==> config.mk <==
export PLATFORM = sky130hd
export DESIGN_NAME = ple_cell
export DESIGN_NICKNAME = d
export VERILOG_FILES = /design/src/rtl/ple_pkg.sv /design/src/rtl/ple_cell.sv
export SDC_FILE = /design/constraint.sdc
export NUM_CORES = 1
export LEC_CHECK = 0
export ABC_CLOCK_PERIOD_IN_PS = 8900
export BUFFER_PORTS_ARGS = -buffer_cell sky130_fd_sc_hd__buf_4
export CORE_MARGIN = 4
export CORE_UTILIZATION = 46
export CTS_CLUSTER_DIAMETER = 150
export DETAILED_ROUTE_END_ITERATION = 6
export GPL_ROUTABILITY_DRIVEN = 0
export PLACE_DENSITY = 0.89
export SLEW_MARGIN = 10
export SYNTH_ARGS = -nofsm -noshare
export SYNTH_HDL_FRONTEND = slang
export SYNTH_SLANG_ARGS = --single-unit
==> constraint.sdc <==
create_clock -name clk -period 8.9 [get_ports clk]
set_clock_uncertainty 0.2 [all_clocks]
set_input_delay 0.89 -clock clk [delete_from_list [all_inputs] [get_ports clk]]
set_output_delay 0.89 -clock clk [all_outputs]
set_load 0.01 [all_outputs]
==> src/rtl/ple_pkg.sv <==
// ----------------------------------------------------------------------------
// ple_pkg
// Shared types and codes for the positional list engine: request and result
// payloads, function and status codes, and the per-cell command set.
// ----------------------------------------------------------------------------
package ple_pkg;

  // request function codes
  localparam logic [2:0] FN_INS_FRONT = 3'd0;
  localparam logic [2:0] FN_INS_BACK  = 3'd1;
  localparam logic [2:0] FN_INS_POS   = 3'd2;
  localparam logic [2:0] FN_DEL_FRONT = 3'd3;
  localparam logic [2:0] FN_DEL_BACK  = 3'd4;
  localparam logic [2:0] FN_DEL_POS   = 3'd5;
  localparam logic [2:0] FN_SEARCH    = 3'd6;

  // result status codes
  localparam logic [2:0] STAT_OK       = 3'd0;
  localparam logic [2:0] STAT_EMPTY    = 3'd1;
  localparam logic [2:0] STAT_BADPOS   = 3'd2;
  localparam logic [2:0] STAT_OOB      = 3'd3;
  localparam logic [2:0] STAT_NOTFOUND = 3'd4;
  localparam logic [2:0] STAT_FULL     = 3'd5;

  // cell commands
  localparam logic [2:0] CELL_HOLD = 3'd0;
  localparam logic [2:0] CELL_INS  = 3'd1;
  localparam logic [2:0] CELL_DEL  = 3'd2;
  localparam logic [2:0] CELL_MARK = 3'd3;
  localparam logic [2:0] CELL_SCAN = 3'd4;

  typedef struct packed {
    logic [2:0]         func;
    logic [15:0]        position;
    logic signed [31:0] value;
  } req_t;

  typedef struct packed {
    logic [2:0] status;
    logic [6:0] found_position;
    logic [6:0] list_count;
  } rsp_t;

  typedef struct packed {
    logic [2:0]         op;
    logic signed [31:0] value;
  } cell_ctrl_t;

endpackage

==> src/rtl/ple_cell.sv <==
// ----------------------------------------------------------------------------
// ple_cell
// One list slot: holds an entry and a match flag, and takes its neighbor's
// entry on insert or delete shifts and its neighbor's flag during a scan.
// ----------------------------------------------------------------------------
module ple_cell #(
  parameter int IW = 6
) (
  input  logic                clk,
  input  logic [IW-1:0]       idx,
  input  logic [IW-1:0]       sel,
  input  ple_pkg::cell_ctrl_t ctrl,
  input  logic signed [31:0]  prev_data,
  input  logic signed [31:0]  next_data,
  input  logic                next_flag,
  output logic signed [31:0]  data,
  output logic                flag
);

  always_ff @(posedge clk) begin
    case (ctrl.op)
      ple_pkg::CELL_INS: begin
        if (idx > sel) begin
          data <= prev_data;
        end else if (idx == sel) begin
          data <= ctrl.value;
        end
      end
      ple_pkg::CELL_DEL: begin
        if (idx >= sel) begin
          data <= next_data;
        end
      end
      ple_pkg::CELL_MARK: begin
        flag <= (data == ctrl.value);
      end
      ple_pkg::CELL_SCAN: begin
        flag <= next_flag;
      end
      default: begin
      end
    endcase
  end

endmodule

==> impl_results.md <==
* Initial drt markers at 52
* Root Buffer: clkbuf_8
* RSZ-0062 raised after global routing: false
* Top-area cell type share of the netlist area at 0.439
* Final Non-Filler Cells at roughly 430
* Fraction of the mapped netlist area in simple logic gates at 0.112
* Hold Violations, Final at 0
* Remaining antenna violation count at 0
* Syn_nets at approximately 330
* Post-synthesis compound-gate area fraction at 0.104
* Number of global-route vias before repair at roughly 2,200
* Mux share of post-synthesis cell area at 0.142
* Residual DRC at 0
* CP cell instances: buf_4 -> ha_1 -> nand2_1 -> o21a_1 -> o21a_1 -> nor3_2 -> buf_4
* Syn_area_per_cell at 10.5 um^2
* Setup_tns at 0 ns
* Largest family of logic cells by synthesized area: multiplexers
* Clock transition at path regs at approximately 0.070 ns
* Worst setup SP type: input port
* Hold Buf Count CTS at 0
* Crit path DAT at between 3 and 4 ns
* Crit path required time at just under 9 ns
* Vias at 2,111
* Vias/cell at 4.93
* Synth Area in Adders at 0.0332
* Total die area at 6100 um^2
* Final Util at 0.735
* Antenna violations before repair at 0
* CTS tree: done
* WL/cell at 15.0 um
* CTS Sinks at 33
* Worst IR drop on VDD at 0.103 mV
* Post-Route WL at ~6.4 mm
* Largest net degree at the start of global routing at 37
* Ant. Diodes at 0
* Clk_lat worst skew at ~0.28 ns
* Worst-Margin Slew at ~1.2 ns
* Xor-xnor portion of the synthesized cell area at 0.128
* Largest area contributor in the netlist: edfxtp_1
* Sequential share of the synthesized area at 0.439
* Layout cells sized above 1 at 0.443
* Most frequent cells in the layout: 148 x buf_4, 34 x a21oi_1, 34 x nor2_1
* Synth cell types at 25
* Max Cap Viol at 0
* Placed Cells at 420
* Max Fanout on Critical Path at 18
* P&R area growth vs syn at 54.6%
* Worst Hold Class: reg -> reg
* CP max stage delay at 0.91 ns
* Fin crit period at about 3.3 ns
* Number of fill cells at ~370
* Worst path slowest cell: nor3_2
* Synth Instances at 215
* DIE WIDTH at 78.1 um
* Tcrit/Tclk final at 0.371
* PwrDens at 137 nW/um^2
* H-tree Lvls at 2
* Initial core utilization at 0.475
* Die outline height at between 70 and 80 um
* Setup crit end kind: flip-flop
* Core ar. at 4750 um^2
* IO Port Bufs at 145
* First-pass GRT wire length at 9.83 mm
* Peak Freq at 303 MHz
* Number of synthesized register bits at 33
* Crit path max-delay family: simple AND/OR/NAND/NOR gates
* HPWL after DPL at 5.34 mm
* Sum of buffers and inverters on the critical path at 2
* Critical path class: in -> reg
* Post CTS Setup Buffer Count at 0
* Cell Rows at 25
* Commonest non-fill, non-tap cell in the layout: buf_4
* Total GRT Usage at 0.209
* Number of setup violations in the final report at 0
* Layout Nets at 479
* Worst rel slew slack at 0.223
* Max Transition Viols Final at 0
* CTS max path bufs at 2
* Remaining Overflow, GRT at 0
* Synth area leaders: edfxtp_1 44%, mux2i_1 14%, a21oi_1 7.5%, xor2_1 6.6%, xnor2_1 6.2%
* Ports at 146
* DR pass1 iterations at 4
* Worst hold slack at 0.724 ns
* Status: finished clean
* Resize count post-CTS at 0
* YS warnings at 0
* Mapped cell area at 2260 um^2
* CTS Buf Count at 5
* Leak at between 1.5 and 2 nW
## routing by layer
metal  track usage  routed length (um)  vias to the layer above
met3        0.0768                 637                       16
met5             0                   0                        -
met4        0.0839                 157                        0
met2         0.378                3330                       96
li1              -                   -                     1057
met1         0.218                2300                      942
## worst paths after layout
check / startpoint / to / slack, ns / cells past startpoint
worst max-delay path: idx[5] / data[24]$_DFFE_PP_ / 5.60 / 7
worst min-delay path: data[12]$_DFFE_PP_ / flag$_DFFE_PP_ / 0.72 / 4
worst max register to register: data[19]$_DFFE_PP_ / flag$_DFFE_PP_ / 7.06 / 5
worst min register to register: data[12]$_DFFE_PP_ / flag$_DFFE_PP_ / 0.72 / 4
## through the flow
stage	total power [mW]	setup slack (ns)	cell area, um^2
3_5_place_dp	0.349	5.27	3390
5_1_grt	0.504	5.46	3490
4_1_cts	0.485	5.57	3490
2_1_floorplan	0.278	4.41	2260
6_report	0.480	5.60	3490
3_3_place_gp	0.344	5.35	3390
## synth_stat cells (all sizes together)
cell and instances:
a21oi 35, a32o 1, and2b 1, buf 4
clkbuf 6, edfxtp 33, ha 6, inv 6
mux2i 32, nand2 5, nand3 2, nand4 4
nor2 34, nor3 2, nor3b 1, nor4 5
o21a 2, o21ai 1, o21bai 1, or3b 1
xnor2 16, xor2 17
## sequential cells by signal (all words and copies together) (netlist names)
register / flops
flag: 1
data: 32
## where the power goes
part           switching [mW]  total, mW  internal [mW]
Clock                  0.0535      0.136         0.0826
Combinational          0.0628      0.146         0.0827
Sequential            0.00827      0.198          0.190
## final cells by class
class	count	area, um^2	share of cell area
clock buffer	6	72.6	0.0208
timing repair buffer	148	1110	0.318
tap	67	83.8	0.0240
inverter	6	22.5	0.00645
multi-input combinational	166	1180	0.337
clock inverter	2	33.8	0.00967
sequential	33	991	0.284
## worst reg2reg max path: stages, from the launching register on
cell	delay, ns
edfxtp_1	0.40
xor2_1	0.17
nor4_1	0.38
nand2_1	0.14
nor4_1	0.27
a32o_1	0.16
## cell families (layout without fill, tap and decap cells)
group           Yosys count  in the layout
simple gates             55             55
compound gates           40             40
xor+xnor                 33             33
flops                    33             33
mux                      32             32
buf+inv                  16            162
fa+ha+maj                 6              6
Note: power is estimated with default switching activity, not from simulation.
